<file path="config.mk">
export PLATFORM = sky130hd
export DESIGN_NAME = simt_lane_rv32i_execute
export DESIGN_NICKNAME = d
export VERILOG_FILES = /design/src/hw/rtl/sle_pkg.sv /design/src/hw/rtl/sle_decode.sv /design/src/hw/rtl/sle_alu.sv /design/src/hw/rtl/simt_lane_rv32i_execute.sv
export SDC_FILE = /design/constraint.sdc
export NUM_CORES = 1
export LEC_CHECK = 0
export BUFFER_PORTS_ARGS = -buffer_cell sky130_fd_sc_hd__buf_4
export CELL_PAD_IN_SITES_DETAIL_PLACEMENT = 0
export CELL_PAD_IN_SITES_GLOBAL_PLACEMENT = 1
export CORE_MARGIN = 3
export CORE_UTILIZATION = 27
export CTS_CLUSTER_SIZE = 30
export DETAILED_ROUTE_END_ITERATION = 8
export HOLD_SLACK_MARGIN = 0.06
export PLACE_DENSITY = 0.59
export SYNTH_ARGS = -nofsm -noshare
export SYNTH_HDL_FRONTEND = slang
export SYNTH_SLANG_ARGS = --single-unit
</file>
<file path="constraint.sdc">
create_clock -name clk -period 43.1 [get_ports clk]
set_input_delay 10.775 -clock clk [delete_from_list [all_inputs] [get_ports clk]]
set_output_delay 10.775 -clock clk [all_outputs]
set_load 0.005 [all_outputs]
</file>
<file path="src/hw/rtl/sle_pkg.sv">
// Package for the SIMT lane execute stage: operation codes, decoded control
// and execute result types, and fixed sizes. No dependencies.
`timescale 1ns / 1ps

package sle_pkg;

  localparam int unsigned WORD_BYTES  = 4;
  localparam int unsigned HALF_BYTES  = WORD_BYTES / 2;
  localparam int unsigned INSN_BYTES  = 4;
  localparam int unsigned UPPER_SHIFT = 12;

  localparam logic [5:0] FN_ADDI  = 6'd0;
  localparam logic [5:0] FN_ADD   = 6'd1;
  localparam logic [5:0] FN_SUB   = 6'd2;
  localparam logic [5:0] FN_AND   = 6'd3;
  localparam logic [5:0] FN_ANDI  = 6'd4;
  localparam logic [5:0] FN_OR    = 6'd5;
  localparam logic [5:0] FN_ORI   = 6'd6;
  localparam logic [5:0] FN_XOR   = 6'd7;
  localparam logic [5:0] FN_XORI  = 6'd8;
  localparam logic [5:0] FN_SLL   = 6'd9;
  localparam logic [5:0] FN_SLLI  = 6'd10;
  localparam logic [5:0] FN_SRL   = 6'd11;
  localparam logic [5:0] FN_SRLI  = 6'd12;
  localparam logic [5:0] FN_SRA   = 6'd13;
  localparam logic [5:0] FN_SRAI  = 6'd14;
  localparam logic [5:0] FN_LUI   = 6'd15;
  localparam logic [5:0] FN_AUIPC = 6'd16;
  localparam logic [5:0] FN_LW    = 6'd17;
  localparam logic [5:0] FN_LH    = 6'd18;
  localparam logic [5:0] FN_LHU   = 6'd19;
  localparam logic [5:0] FN_LB    = 6'd20;
  localparam logic [5:0] FN_SW    = 6'd21;
  localparam logic [5:0] FN_SH    = 6'd22;
  localparam logic [5:0] FN_SB    = 6'd23;
  localparam logic [5:0] FN_JAL   = 6'd24;
  localparam logic [5:0] FN_JALR  = 6'd25;
  localparam logic [5:0] FN_BEQ   = 6'd26;
  localparam logic [5:0] FN_BNE   = 6'd27;
  localparam logic [5:0] FN_BLT   = 6'd28;
  localparam logic [5:0] FN_BLTU  = 6'd29;
  localparam logic [5:0] FN_BGE   = 6'd30;
  localparam logic [5:0] FN_BGEU  = 6'd31;
  localparam logic [5:0] FN_ECALL = 6'd32;
  localparam logic [5:0] FN_EBRK  = 6'd33;
  localparam logic [5:0] FN_CSRRW = 6'd34;

  localparam logic [1:0] MEM_NONE  = 2'd0;
  localparam logic [1:0] MEM_LOAD  = 2'd1;
  localparam logic [1:0] MEM_STORE = 2'd2;

  localparam logic [2:0] SIZE_NONE = 3'd0;
  localparam logic [2:0] SIZE_BYTE = 3'd1;
  localparam logic [2:0] SIZE_HALF = 3'(HALF_BYTES);
  localparam logic [2:0] SIZE_WORD = 3'(WORD_BYTES);

  typedef enum logic [3:0] {
    ALU_NONE,
    ALU_ADD,
    ALU_SUB,
    ALU_AND,
    ALU_OR,
    ALU_XOR,
    ALU_SLL,
    ALU_SRL,
    ALU_SRA,
    ALU_LUI,
    ALU_AUIPC,
    ALU_LINK
  } alu_op_t;

  typedef enum logic [2:0] {
    BR_EQ,
    BR_NE,
    BR_LT,
    BR_LTU,
    BR_GE,
    BR_GEU
  } br_cond_t;

  typedef struct packed {
    alu_op_t    alu_op;
    logic       use_imm;
    logic [1:0] mem_req;
    logic [2:0] mem_bytes;
    logic       mem_uns;
    logic       branch;
    br_cond_t   cond;
    logic       jal;
    logic       jalr;
    logic       wen;
    logic       wb;
    logic       unsupported;
  } ctrl_t;

  typedef struct packed {
    logic [31:0] wval;
    logic [31:0] sum_ai;
    logic [31:0] pc_imm;
    logic [31:0] pc_4;
    logic [31:0] sdata;
    logic        taken;
  } exe_t;

endpackage

</file>
<file path="src/hw/rtl/sle_decode.sv">
// Operation code decoder for the lane execute stage.
// Depends on sle_pkg for the codes and the control struct.
`timescale 1ns / 1ps

module sle_decode (
  input  logic [5:0]     func,
  output sle_pkg::ctrl_t ctrl
);
  import sle_pkg::*;

  always_comb begin
    ctrl             = '0;
    ctrl.alu_op      = ALU_NONE;
    ctrl.cond        = BR_EQ;
    ctrl.mem_req     = MEM_NONE;
    ctrl.mem_bytes   = SIZE_NONE;
    case (func)
      FN_ADDI:  begin ctrl.alu_op = ALU_ADD;   ctrl.use_imm = 1'b1; end
      FN_ADD:   ctrl.alu_op = ALU_ADD;
      FN_SUB:   ctrl.alu_op = ALU_SUB;
      FN_AND:   ctrl.alu_op = ALU_AND;
      FN_ANDI:  begin ctrl.alu_op = ALU_AND;   ctrl.use_imm = 1'b1; end
      FN_OR:    ctrl.alu_op = ALU_OR;
      FN_ORI:   begin ctrl.alu_op = ALU_OR;    ctrl.use_imm = 1'b1; end
      FN_XOR:   ctrl.alu_op = ALU_XOR;
      FN_XORI:  begin ctrl.alu_op = ALU_XOR;   ctrl.use_imm = 1'b1; end
      FN_SLL:   ctrl.alu_op = ALU_SLL;
      FN_SLLI:  begin ctrl.alu_op = ALU_SLL;   ctrl.use_imm = 1'b1; end
      FN_SRL:   ctrl.alu_op = ALU_SRL;
      FN_SRLI:  begin ctrl.alu_op = ALU_SRL;   ctrl.use_imm = 1'b1; end
      FN_SRA:   ctrl.alu_op = ALU_SRA;
      FN_SRAI:  begin ctrl.alu_op = ALU_SRA;   ctrl.use_imm = 1'b1; end
      FN_LUI:   ctrl.alu_op = ALU_LUI;
      FN_AUIPC: ctrl.alu_op = ALU_AUIPC;
      FN_LW:    begin ctrl.mem_req = MEM_LOAD;  ctrl.mem_bytes = SIZE_WORD; end
      FN_LH:    begin ctrl.mem_req = MEM_LOAD;  ctrl.mem_bytes = SIZE_HALF; end
      FN_LHU:   begin
        ctrl.mem_req   = MEM_LOAD;
        ctrl.mem_bytes = SIZE_HALF;
        ctrl.mem_uns   = 1'b1;
      end
      FN_LB:    begin ctrl.mem_req = MEM_LOAD;  ctrl.mem_bytes = SIZE_BYTE; end
      FN_SW:    begin ctrl.mem_req = MEM_STORE; ctrl.mem_bytes = SIZE_WORD; end
      FN_SH:    begin ctrl.mem_req = MEM_STORE; ctrl.mem_bytes = SIZE_HALF; end
      FN_SB:    begin ctrl.mem_req = MEM_STORE; ctrl.mem_bytes = SIZE_BYTE; end
      FN_JAL:   begin ctrl.alu_op = ALU_LINK;  ctrl.jal  = 1'b1; end
      FN_JALR:  begin ctrl.alu_op = ALU_LINK;  ctrl.jalr = 1'b1; end
      FN_BEQ:   begin ctrl.branch = 1'b1; ctrl.cond = BR_EQ;  end
      FN_BNE:   begin ctrl.branch = 1'b1; ctrl.cond = BR_NE;  end
      FN_BLT:   begin ctrl.branch = 1'b1; ctrl.cond = BR_LT;  end
      FN_BLTU:  begin ctrl.branch = 1'b1; ctrl.cond = BR_LTU; end
      FN_BGE:   begin ctrl.branch = 1'b1; ctrl.cond = BR_GE;  end
      FN_BGEU:  begin ctrl.branch = 1'b1; ctrl.cond = BR_GEU; end
      FN_ECALL, FN_EBRK, FN_CSRRW: ctrl.alu_op = ALU_NONE;
      default:  ctrl.unsupported = 1'b1;
    endcase
    ctrl.wen = (ctrl.alu_op != ALU_NONE);
    ctrl.wb  = ctrl.wen || ctrl.branch;
  end

endmodule

</file>
<file path="src/hw/rtl/sle_alu.sv">
// Arithmetic, shift, address and branch compare logic of the lane execute stage.
// Depends on sle_pkg for the control and result structs.
`timescale 1ns / 1ps

module sle_alu (
  input  sle_pkg::ctrl_t ctrl,
  input  logic [31:0]    a,
  input  logic [31:0]    b,
  input  logic [31:0]    imm,
  input  logic [31:0]    pc,
  output sle_pkg::exe_t  res
);
  import sle_pkg::*;

  logic [31:0] opb;
  logic [4:0]  amt;
  logic [31:0] upper;
  logic [31:0] value;

  assign opb   = ctrl.use_imm ? imm : b;
  assign amt   = opb[4:0];
  assign upper = imm << UPPER_SHIFT;

  always_comb begin
    res        = '0;
    res.sum_ai = a + imm;
    res.pc_imm = pc + imm;
    res.pc_4   = pc + 32'(INSN_BYTES);
    case (ctrl.alu_op)
      ALU_ADD:   value = a + opb;
      ALU_SUB:   value = a - opb;
      ALU_AND:   value = a & opb;
      ALU_OR:    value = a | opb;
      ALU_XOR:   value = a ^ opb;
      ALU_SLL:   value = a << amt;
      ALU_SRL:   value = a >> amt;
      ALU_SRA:   value = $unsigned($signed(a) >>> amt);
      ALU_LUI:   value = upper;
      ALU_AUIPC: value = pc + upper;
      ALU_LINK:  value = pc + 32'(INSN_BYTES);
      default:   value = '0;
    endcase
    res.wval = ctrl.wen ? value : '0;
    case (ctrl.cond)
      BR_EQ:   res.taken = (a == b);
      BR_NE:   res.taken = (a != b);
      BR_LT:   res.taken = ($signed(a) < $signed(b));
      BR_LTU:  res.taken = (a < b);
      BR_GE:   res.taken = !($signed(a) < $signed(b));
      BR_GEU:  res.taken = !(a < b);
      default: res.taken = 1'b0;
    endcase
    if (ctrl.mem_req == MEM_STORE) begin
      case (ctrl.mem_bytes)
        SIZE_BYTE: res.sdata = {24'd0, b[7:0]};
        SIZE_HALF: res.sdata = {16'd0, b[15:0]};
        default:   res.sdata = b;
      endcase
    end
  end

endmodule

</file>
<file path="src/hw/rtl/simt_lane_rv32i_execute.sv">
// Top level of the SIMT lane execute stage: three register stages with
// decode, execute and result selection. Depends on sle_pkg, sle_decode, sle_alu.
//
//   channel  | handshake                   | payload
//   item     | item_valid / item_stall     | func .. last_lane
//   result   | result_valid / result_stall | write_value .. last_out
//
// An accepted beat moves through the s1 register, the s2 register and the result
// register in that order. One beat can enter every cycle while item_stall is low.
// Reset clears the valid bit of every stage; payload registers are not reset.
// A stage holds while its successor is full and stalled, so a stall on the
// result side backs up through empty slots before item_stall rises.
`timescale 1ns / 1ps

module simt_lane_rv32i_execute (
  input  logic               clk,
  input  logic               rst,
  input  logic               item_valid,
  output logic               item_stall,
  input  logic [5:0]         func,
  input  logic signed [31:0] first_value,
  input  logic signed [31:0] second_value,
  input  logic signed [31:0] immediate,
  input  logic [31:0]        lane_pc,
  input  logic [4:0]         dest_index,
  input  logic               last_lane,
  output logic               result_valid,
  input  logic               result_stall,
  output logic [31:0]        write_value,
  output logic               write_enable,
  output logic [4:0]         write_index,
  output logic [31:0]        next_pc,
  output logic [1:0]         mem_request,
  output logic [31:0]        mem_address,
  output logic [2:0]         mem_bytes,
  output logic               mem_unsigned,
  output logic [31:0]        store_data,
  output logic               status,
  output logic               writeback_needed,
  output logic               last_out
);
  import sle_pkg::*;

  ctrl_t       dec_ctrl;
  exe_t        alu_res;

  logic        s1_valid;
  ctrl_t       s1_ctrl;
  logic [31:0] s1_a;
  logic [31:0] s1_b;
  logic [31:0] s1_imm;
  logic [31:0] s1_pc;
  logic [4:0]  s1_rd;
  logic        s1_last;

  logic        s2_valid;
  ctrl_t       s2_ctrl;
  exe_t        s2_res;
  logic [4:0]  s2_rd;
  logic        s2_last;

  logic        ready1;
  logic        ready2;
  logic        ready3;
  logic [31:0] npc_next;

  assign ready3     = !result_valid || !result_stall;
  assign ready2     = !s2_valid || ready3;
  assign ready1     = !s1_valid || ready2;
  assign item_stall = !ready1;

  sle_decode u_decode (
    .func (func),
    .ctrl (dec_ctrl)
  );

  sle_alu u_alu (
    .ctrl (s1_ctrl),
    .a    (s1_a),
    .b    (s1_b),
    .imm  (s1_imm),
    .pc   (s1_pc),
    .res  (alu_res)
  );

  always_comb begin
    if (s2_ctrl.jal || (s2_ctrl.branch && s2_res.taken)) begin
      npc_next = s2_res.pc_imm;
    end else if (s2_ctrl.jalr) begin
      npc_next = {s2_res.sum_ai[31:1], 1'b0};
    end else begin
      npc_next = s2_res.pc_4;
    end
  end

  always_ff @(posedge clk) begin
    if (rst) begin
      s1_valid     <= 1'b0;
      s2_valid     <= 1'b0;
      result_valid <= 1'b0;
    end else begin
      if (ready1) s1_valid <= item_valid;
      if (ready2) s2_valid <= s1_valid;
      if (ready3) result_valid <= s2_valid;
    end
    if (ready1 && item_valid) begin
      s1_ctrl <= dec_ctrl;
      s1_a    <= $unsigned(first_value);
      s1_b    <= $unsigned(second_value);
      s1_imm  <= $unsigned(immediate);
      s1_pc   <= lane_pc;
      s1_rd   <= dest_index;
      s1_last <= last_lane;
    end
    if (ready2 && s1_valid) begin
      s2_ctrl <= s1_ctrl;
      s2_res  <= alu_res;
      s2_rd   <= s1_rd;
      s2_last <= s1_last;
    end
    if (ready3 && s2_valid) begin
      write_value      <= s2_res.wval;
      write_enable     <= s2_ctrl.wen;
      write_index      <= s2_rd;
      next_pc          <= npc_next;
      mem_request      <= s2_ctrl.mem_req;
      mem_address      <= (s2_ctrl.mem_req != MEM_NONE) ? s2_res.sum_ai : '0;
      mem_bytes        <= s2_ctrl.mem_bytes;
      mem_unsigned     <= s2_ctrl.mem_uns;
      store_data       <= s2_res.sdata;
      status           <= s2_ctrl.unsupported;
      writeback_needed <= s2_ctrl.wb;
      last_out         <= s2_last;
    end
  end

endmodule

</file>
==> summary.txt, run 1 <==
Setup path
  • Crit-path max FO: 3
  • Startpoint Class: primary input
  • Data required, critical path: 32.32 ns
  • Worst setup EP type: primary output
  • Critical path type: primary input to primary output
  • CP arrival: 11.47 ns

Clocking
  • CTS Buf Count: 56
  • Clock Path Buffers: 3
  • Root buffer cell: clkbuf_16
  • Skew-Pair Late Insertion Delay: 0.68 ns
  • H-tree depth: 2
  • CTS Hold Bufs: 0
  • Post_cts resized: 0
  • CTS tree: yes
  • Clk slew on worst S/H paths: 0.06 ns
  • Clock sink total: 479
  • Post-CTS Setup Bufs: 0

Final layout
  • Layout Cells excl Fill: 4,571
  • Sequential cell area: 0.0144 sq mm
  • Reg with most FFs: s2_res
  • Area delta synth->final: 20.2%
  • # fillers: 11,300
  • Max reg flops: 161
  • Area used by multi-input combinational logic: 0.0146 sq mm
  • Share of cells above drive strength 1: 15.7%
  • ANT cells: 0
  • Utilization after layout: 32.8%
  • NumNets Final: 3,412

Pwr
  • Reg power frac: 39.7%
  • Design Power: 1.48 mW
  • Sw Pwr: 0.475 mW
  • Int Power: 1.01 mW
  • Worst vdd ir: 27.5 uV
  • Clock share of power: 34.8%
  • Comb pwr share: 25.5%
  • PwrDens: 41.4 mW/mm^2
  • Static leakage: 13.9 nW
  • Sw frac: 32.0%

Floorplanning
  • Die W: 338 um
  • Initial Util: 27.3%
  • Die Area: 0.115 sq mm
  • Top Ports: 289
  • Die height: 338 um
  • Row count: 121
  • Core Area: 0.109 sq mm

Synth
  • Count of different cell masters after synthesis: 87
  • Top post-synthesis cells by count: 476 x edfxtp_1, 251 x nand2_1, 227 x a21oi_1
  • Top cell type's share of synthesized area: 47.9%
  • Most common cell in the netlist: edfxtp_1
  • Cell taking the most area after synthesis: edfxtp_1
  • Mapped Cells: 2,766
  • Mapped Area: 0.0298 sq mm
  • Post-synth EDFFs: 476
  • Seq/Total Area, Yosys: 48.1%
  • #FFs+latches synth: 479
  • Mean Syn Cell Area: 10.8 sq um
  • Post-synth ARST share: 0%
  • Top post-synthesis cells by area: edfxtp_1 48%, ha_1 9.0%, mux2i_1 5.1%, a21oi_1 3.8%, xnor2_1 3.3%
  • Predominant post-synthesis flop cell: edfxtp_1
  • Yosys warnings: 0
  • Net count after synthesis: 3,128

Route
  • DRT Pass-1 Iters: 5
  • Drt wl/cell: 25.6 um
  • Initial DRC count: 2,126
  • Final ANT Viol Nets: 0
  • Via count: 23,500
  • Vias per inst: 5.14
  • Final wirelength: 117 mm
  • DRC errors left: 0

Placed design
  • Hpwl dp: 88.1 mm
  • I/O Buffers: 288
  • Placed cells: 4,468
  • Pre-CTS setup slack: 20.86 ns
  • GPL Wtd Cong: 0.922

Timing
  • RSZ-0062 raised after global routing: no
  • Tcrit/Tclk final: 51.6%
  • Count of final setup violators: 0
  • Slew Limit Fails: 0
  • Final hold viol count: 0
  • Final min period: 22.25 ns
  • Rel. slew slack: 27.6%
  • Sum of negative setup slack: 0 ns
  • Clock Skew: 0.0372 ns
  • Crit path setup slack, layout: 20.85 ns
  • Max Clock Freq: 45.0 MHz
  • Least-Margin Pin Slew: 1.08 ns

Global routing
  • Vias in the first global route: 23,400
  • Antenna violations before repair: 7
  • Global Route Usage Sum: 19.9%
  • Largest net degree at the start of global routing: 65
  • First-pass GRT wire length: 168 mm
  • Global route overflow: 0

Outcome
  • Status: finished, final reports clean

Run
  • Max Cap Violations: 0

Worst hold path
  • Hold Path Class: register to register
==> area by class of cell <==
cell class                 instances  share of cell area, %
inverter                         131                   1.37
timing repair buffer             345                   7.22
clock buffer                      61                   3.96
clock inverter                    42                   1.64
tap                             1476                   5.15
multi-input combinational       2037                   40.6
sequential                       479                   40.0
==> per-layer routing <==
| layer | up-vias | GRT usage [%] | wire (um) |
|---|---|---|---|
| met4 | 4 | 6.00 | 3420 |
| met2 | 732 | 32.0 | 53600 |
| li1 | 11000 | - | - |
| met1 | 11600 | 27.8 | 53600 |
| met3 | 146 | 2.67 | 6430 |
| met5 | - | 0 | 27 |
==> cells in the final DEF (no fill, tap or decap), types with 8 or more instances in the layout <==
cell / n
mux4_2: 16
a211oi_1: 28
nor2b_1: 59
o21ai_0: 125
nor3_1: 43
nand2_1: 250
a22oi_1: 29
clkbuf_16: 56
a31oi_1: 35
nand4_1: 23
o211ai_1: 46
xor2_1: 45
ha_1: 214
clkinv_1: 8
clkinv_2: 10
a21oi_1: 226
bufinv_16: 12
xnor2_1: 113
a211o_1: 10
nand3_1: 46
o31ai_1: 17
o21bai_1: 13
buf_4: 345
nor2_1: 187
mux2i_1: 149
and3_1: 30
a21boi_0: 9
and2_1: 43
o22ai_1: 15
o21a_1: 25
inv_1: 128
edfxtp_1: 476
a221oi_1: 28
a21o_1: 51
nand2b_1: 11
==> final timing paths <==
path	start	end	slack (ns)	cells after the start
min	s2_res[155]	write_value[26]	0.41	0
max reg2reg	s1_imm[1]	s2_res[155]	36.38	17
min reg2reg	s2_res[155]	write_value[26]	0.41	0
max	result_stall	item_stall	20.85	5
==> worst max-delay path: stages <==
cell	delay, ns
buf_4	0.10
and3_1	0.25
nand2_1	0.10
inv_1	0.12
buf_4	0.13
==> cell families after synthesis <==
kind of cell	synth area share (%)
AO/OA/AOI/OAI	16.3
XOR/XNOR	4.69
adder cells (fa/ha/maj)	9.24
buffers and inverters	3.38
flip-flops	48.1
multiplexers	6.49
AND/OR/NAND/NOR	11.7
==> power groups by stage <==
stage / sequential [mW] / combinational (mW) / clock (mW)
6_report: 0.589 / 0.378 / 0.517
5_1_grt: 0.591 / 0.414 / 0.552
4_1_cts: 0.589 / 0.376 / 0.534
3_5_place_dp: 0.598 / 0.373 / 0
3_3_place_gp: 0.598 / 0.374 / 0
2_1_floorplan: 0.584 / 0.248 / 0
==> through the flow <==
stage	instance area (sq um)	hold slack, ns
6_report	35900	0.413
5_1_grt	35900	0.422
4_1_cts	35900	0.415
3_5_place_dp	33900	0.405
3_3_place_gp	33900	0.401
2_1_floorplan	29800	0.400
No activity file was read; power rests on OpenSTA's default activity.
==> run 2: changes to the inputs <==
--- a/config.mk
+++ b/config.mk
@@ -5,6 +5,7 @@
 export SDC_FILE = /design/constraint.sdc
 export NUM_CORES = 1
 export LEC_CHECK = 0
+export ABC_AREA = 1
 export BUFFER_PORTS_ARGS = -buffer_cell sky130_fd_sc_hd__buf_4
 export CELL_PAD_IN_SITES_DETAIL_PLACEMENT = 0
 export CELL_PAD_IN_SITES_GLOBAL_PLACEMENT = 1
@@ -13,7 +14,7 @@
 export CTS_CLUSTER_SIZE = 30
 export DETAILED_ROUTE_END_ITERATION = 8
 export HOLD_SLACK_MARGIN = 0.06
-export PLACE_DENSITY = 0.59
+export PLACE_DENSITY = 0.63
 export SYNTH_ARGS = -nofsm -noshare
 export SYNTH_HDL_FRONTEND = slang
 export SYNTH_SLANG_ARGS = --single-unit
==> constraint.sdc (replaced) <==
create_clock -name clk -period 18.1 [get_ports clk]
set_input_delay 4.525 -clock clk [delete_from_list [all_inputs] [get_ports clk]]
set_output_delay 4.525 -clock clk [all_outputs]
set_load 0.005 [all_outputs]
==> summary.txt, run 2 <==
Outcome
  • Status: finished, final reports clean

Floorplanning
  • Top Ports: 289 (unchanged)
  • Die height: 347 um (+2.6%)
  • Initial Util: 27.3% (+0.052 points)
  • Core Area: 0.115 sq mm (+5.2%)
  • Row count: 124 (+2.5%)
  • Die Area: 0.121 sq mm (+5.3%)
  • Die W: 347 um (+2.6%)

Synth
  • Cell taking the most area after synthesis: edfxtp_1
  • #FFs+latches synth: 479 (unchanged)
  • Top cell type's share of synthesized area: 45.5% (-2.4 points)
  • Mean Syn Cell Area: 8.23 sq um (-24%)
  • Yosys warnings: 0 (unchanged)
  • Post-synth ARST share: 0% (unchanged)
  • Predominant post-synthesis flop cell: edfxtp_1
  • Top post-synthesis cells by area: edfxtp_1 45%, nand2_1 12%, ha_1 8.5%, nand3_1 6.1%, inv_1 5.1%
  • Mapped Cells: 3,821 (+38%)
  • Net count after synthesis: 4,183 (+34%)
  • Top post-synthesis cells by count: 994 x nand2_1, 476 x edfxtp_1, 425 x inv_1
  • Seq/Total Area, Yosys: 45.7% (-2.5 points)
  • Mapped Area: 0.0314 sq mm (+5.4%)
  • Most common cell in the netlist: nand2_1
  • Post-synth EDFFs: 476 (unchanged)
  • Count of different cell masters after synthesis: 53 (-39%)

Pwr
  • Static leakage: 16.2 nW (+17%)
  • Clock share of power: 35.0% (+0.2 points)
  • Worst vdd ir: 71.0 uV (+160%)
  • Int Power: 2.18 mW (+120%)
  • Comb pwr share: 23.1% (-2.4 points)
  • Sw Pwr: 1.06 mW (+120%)
  • Design Power: 3.25 mW (+120%)
  • Sw frac: 32.7% (+0.74 points)
  • PwrDens: 86.9 mW/mm^2 (+110%)
  • Reg power frac: 42.0% (+2.3 points)

Final layout
  • Utilization after layout: 32.5% (-0.31 points)
  • Max reg flops: 161 (unchanged)
  • Reg with most FFs: s2_res
  • # fillers: 12,200 (+8.1%)
  • Commonest cells after routing, fill and taps aside: 994 x nand2_1, 476 x edfxtp_1, 424 x inv_1
  • NumNets Final: 4,475 (+31%)
  • Final Cell Area: 0.0374 sq mm (+4.2%)
  • Area delta synth->final: 18.9%
  • Share of cells above drive strength 1: 11.6% (-4.1 points)
  • Commonest non-fill, non-tap cell in the layout: nand2_1

Timing
  • Hold WS: 0.417 ns (+0.00445 ns)
  • RSZ-0062 raised after global routing: no
  • Max Clock Freq: 102 MHz
  • Clock Skew: 0.0538 ns (+0.0166 ns)
  • Final hold viol count: 0 (unchanged)
  • Count of final setup violators: 0 (unchanged)
  • Least-Margin Pin Slew: 1.08 ns (+0.000329 ns)
  • Slew Limit Fails: 0 (unchanged)
  • Sum of negative setup slack: 0 ns (unchanged)
  • Final min period: 9.81 ns
  • Rel. slew slack: 27.3% (-0.24 points)
  • Tcrit/Tclk final: 54.2%

Clocking
  • CTS Buf Count: 55 (-1.8%)
  • Clock Path Buffers: 3 (unchanged)
  • H-tree depth: 2 (unchanged)
  • Post_cts resized: 0 (unchanged)
  • CTS Hold Bufs: 0 (unchanged)
  • Skew-Pair Late Insertion Delay: 0.67 ns (about the same)
  • Root buffer cell: clkbuf_16
  • Clock sink total: 479 (unchanged)
  • CTS tree: yes
  • Post-CTS Setup Bufs: 0 (unchanged)
  • Clk slew on worst S/H paths: 0.06 ns (about the same)

Setup path
  • CP arrival: 5.28 ns (-6.19 ns)
  • Startpoint Class: primary input
  • Top Family by Delay on Critical Path: simple AND/OR/NAND/NOR gates
  • WP buf/inv: 3 (unchanged)
  • Setup crit start: result_stall
  • Max stage delay cell, worst path: nor2_1
  • CP Cell Sequence: buf_4 -> nand2_1 -> nor2_1 -> inv_1 -> nor2_1 -> buf_4
  • Data required, critical path: 13.57 ns (-18.75 ns)
  • Crit-path max FO: 3 (unchanged)
  • Critical path type: primary input to primary output
  • Worst setup EP type: primary output
  • FF-to-FF Start: s1_ctrl[15]
  • Worst stage delay on the critical path: 0.24 ns (about the same)

Route
  • DRC errors left: 0 (unchanged)
  • DRT Pass-1 Iters: 8 (+3)
  • Drt wl/cell: 25.1 um (-2.1%)
  • Vias per inst: 5.14 (+0.11%)
  • Initial DRC count: 3,037 (+43%)
  • Final wirelength: 142 mm (+22%)
  • Final ANT Viol Nets: 0 (unchanged)
  • Via count: 29,200 (+24%)

Run
  • Max Cap Violations: 0 (unchanged)

Global routing
  • Vias in the first global route: 27,500 (+18%)
  • Largest net degree at the start of global routing: 155 (+140%)
  • First-pass GRT wire length: 200 mm (+19%)
  • Antenna violations before repair: 7 (unchanged)
  • Global Route Usage Sum: 22.9% (+3.0 points)
  • Global route overflow: 0 (unchanged)

Placed design
  • Dpl cell area: 0.0355 sq mm (+4.9%)
  • GPL Wtd Cong: 0.968 (+4.9%)
  • Hpwl dp: 112 mm (+28%)
  • I/O Buffers: 288 (unchanged)

Worst hold path
  • Hold Path Class: register to register
  • Worst Hold Launch: s2_res[11]
-- run 2: metal layers --
metal / share of wire, % / GRT usage [%] / up-vias
li1: - / - / 13600
met1: 44 / 32.0 / 14000
met2: 44 / 35.3 / 1300
met3: 7.7 / 3.64 / 222
met4: 4.4 / 9.21 / 2
met5: 0.011 / 0 / -
-- run 2: power by group through the flow --
stage,Sequential [mW],Combinational (mW),Clock [mW]
floorplan,1.35,0.447,0
global placement,1.38,0.736,0
detailed placement,1.38,0.735,0
CTS,1.36,0.739,1.17
global route,1.36,0.820,1.21
finish,1.36,0.750,1.14
-- run 2: per-stage QoR --
stage | setup slack (ns) | cells
2_1_floorplan | 5.98 | 3821
3_3_place_gp | 8.25 | 5568
3_5_place_dp | 8.29 | 5568
4_1_cts | 8.29 | 5670
5_1_grt | 8.20 | 5672
6_report | 8.29 | 5673
-- run 2: logic make-up after synthesis --
family | after synthesis | synth area share (%)
adder cells (fa/ha/maj) | 218 | 8.77
buffers and inverters | 534 | 6.72
AO/OA/AOI/OAI | 558 | 10.1
AND/OR/NAND/NOR | 1932 | 25.9
flip-flops | 479 | 45.7
XOR/XNOR | 100 | 2.79
-- run 2: final timing paths --
path | endpoint | slack [ns] | depth (start not counted)
max reg2reg | s2_res[160] | 12.14 | 23
min | store_data[10] | 0.42 | 0
max | item_stall | 8.29 | 6
min reg2reg | store_data[10] | 0.42 | 0
-- run 2: layout make-up --
| class | instances | area, sq um | area share, % |
|---|---|---|---|
| clock buffer | 61 | 1420 | 3.80 |
| timing repair buffer | 341 | 2570 | 6.88 |
| sequential | 479 | 14400 | 38.4 |
| tap | 1512 | 1890 | 5.06 |
| inverter | 428 | 1610 | 4.32 |
| multi-input combinational | 2808 | 15100 | 40.3 |
| antenna | 3 | 7.51 | 0.0201 |
| clock inverter | 41 | 435 | 1.17 |
-- run 2: worst register-to-register path, cell delays in order (launching register included) --
cell and delay, ns:
edfxtp_1 0.32, buf_4 0.61, nand2_1 0.26, o21ai_4 0.09, buf_4 0.67, ha_1 0.33, nand3_2 0.13, nor2_2 0.22
nand3_2 0.14, nor3_4 0.21, nand3b_1 0.19, o21ai_1 0.19, xor2_1 0.24, ha_1 0.37, nand2_1 0.12, nand2_1 0.07
o21bai_1 0.18, a21oi_1 0.16, nand2_1 0.07, a21oi_1 0.23, a21oi_1 0.07, nor2_1 0.57, nor2_1 0.31, nor2_1 0.14
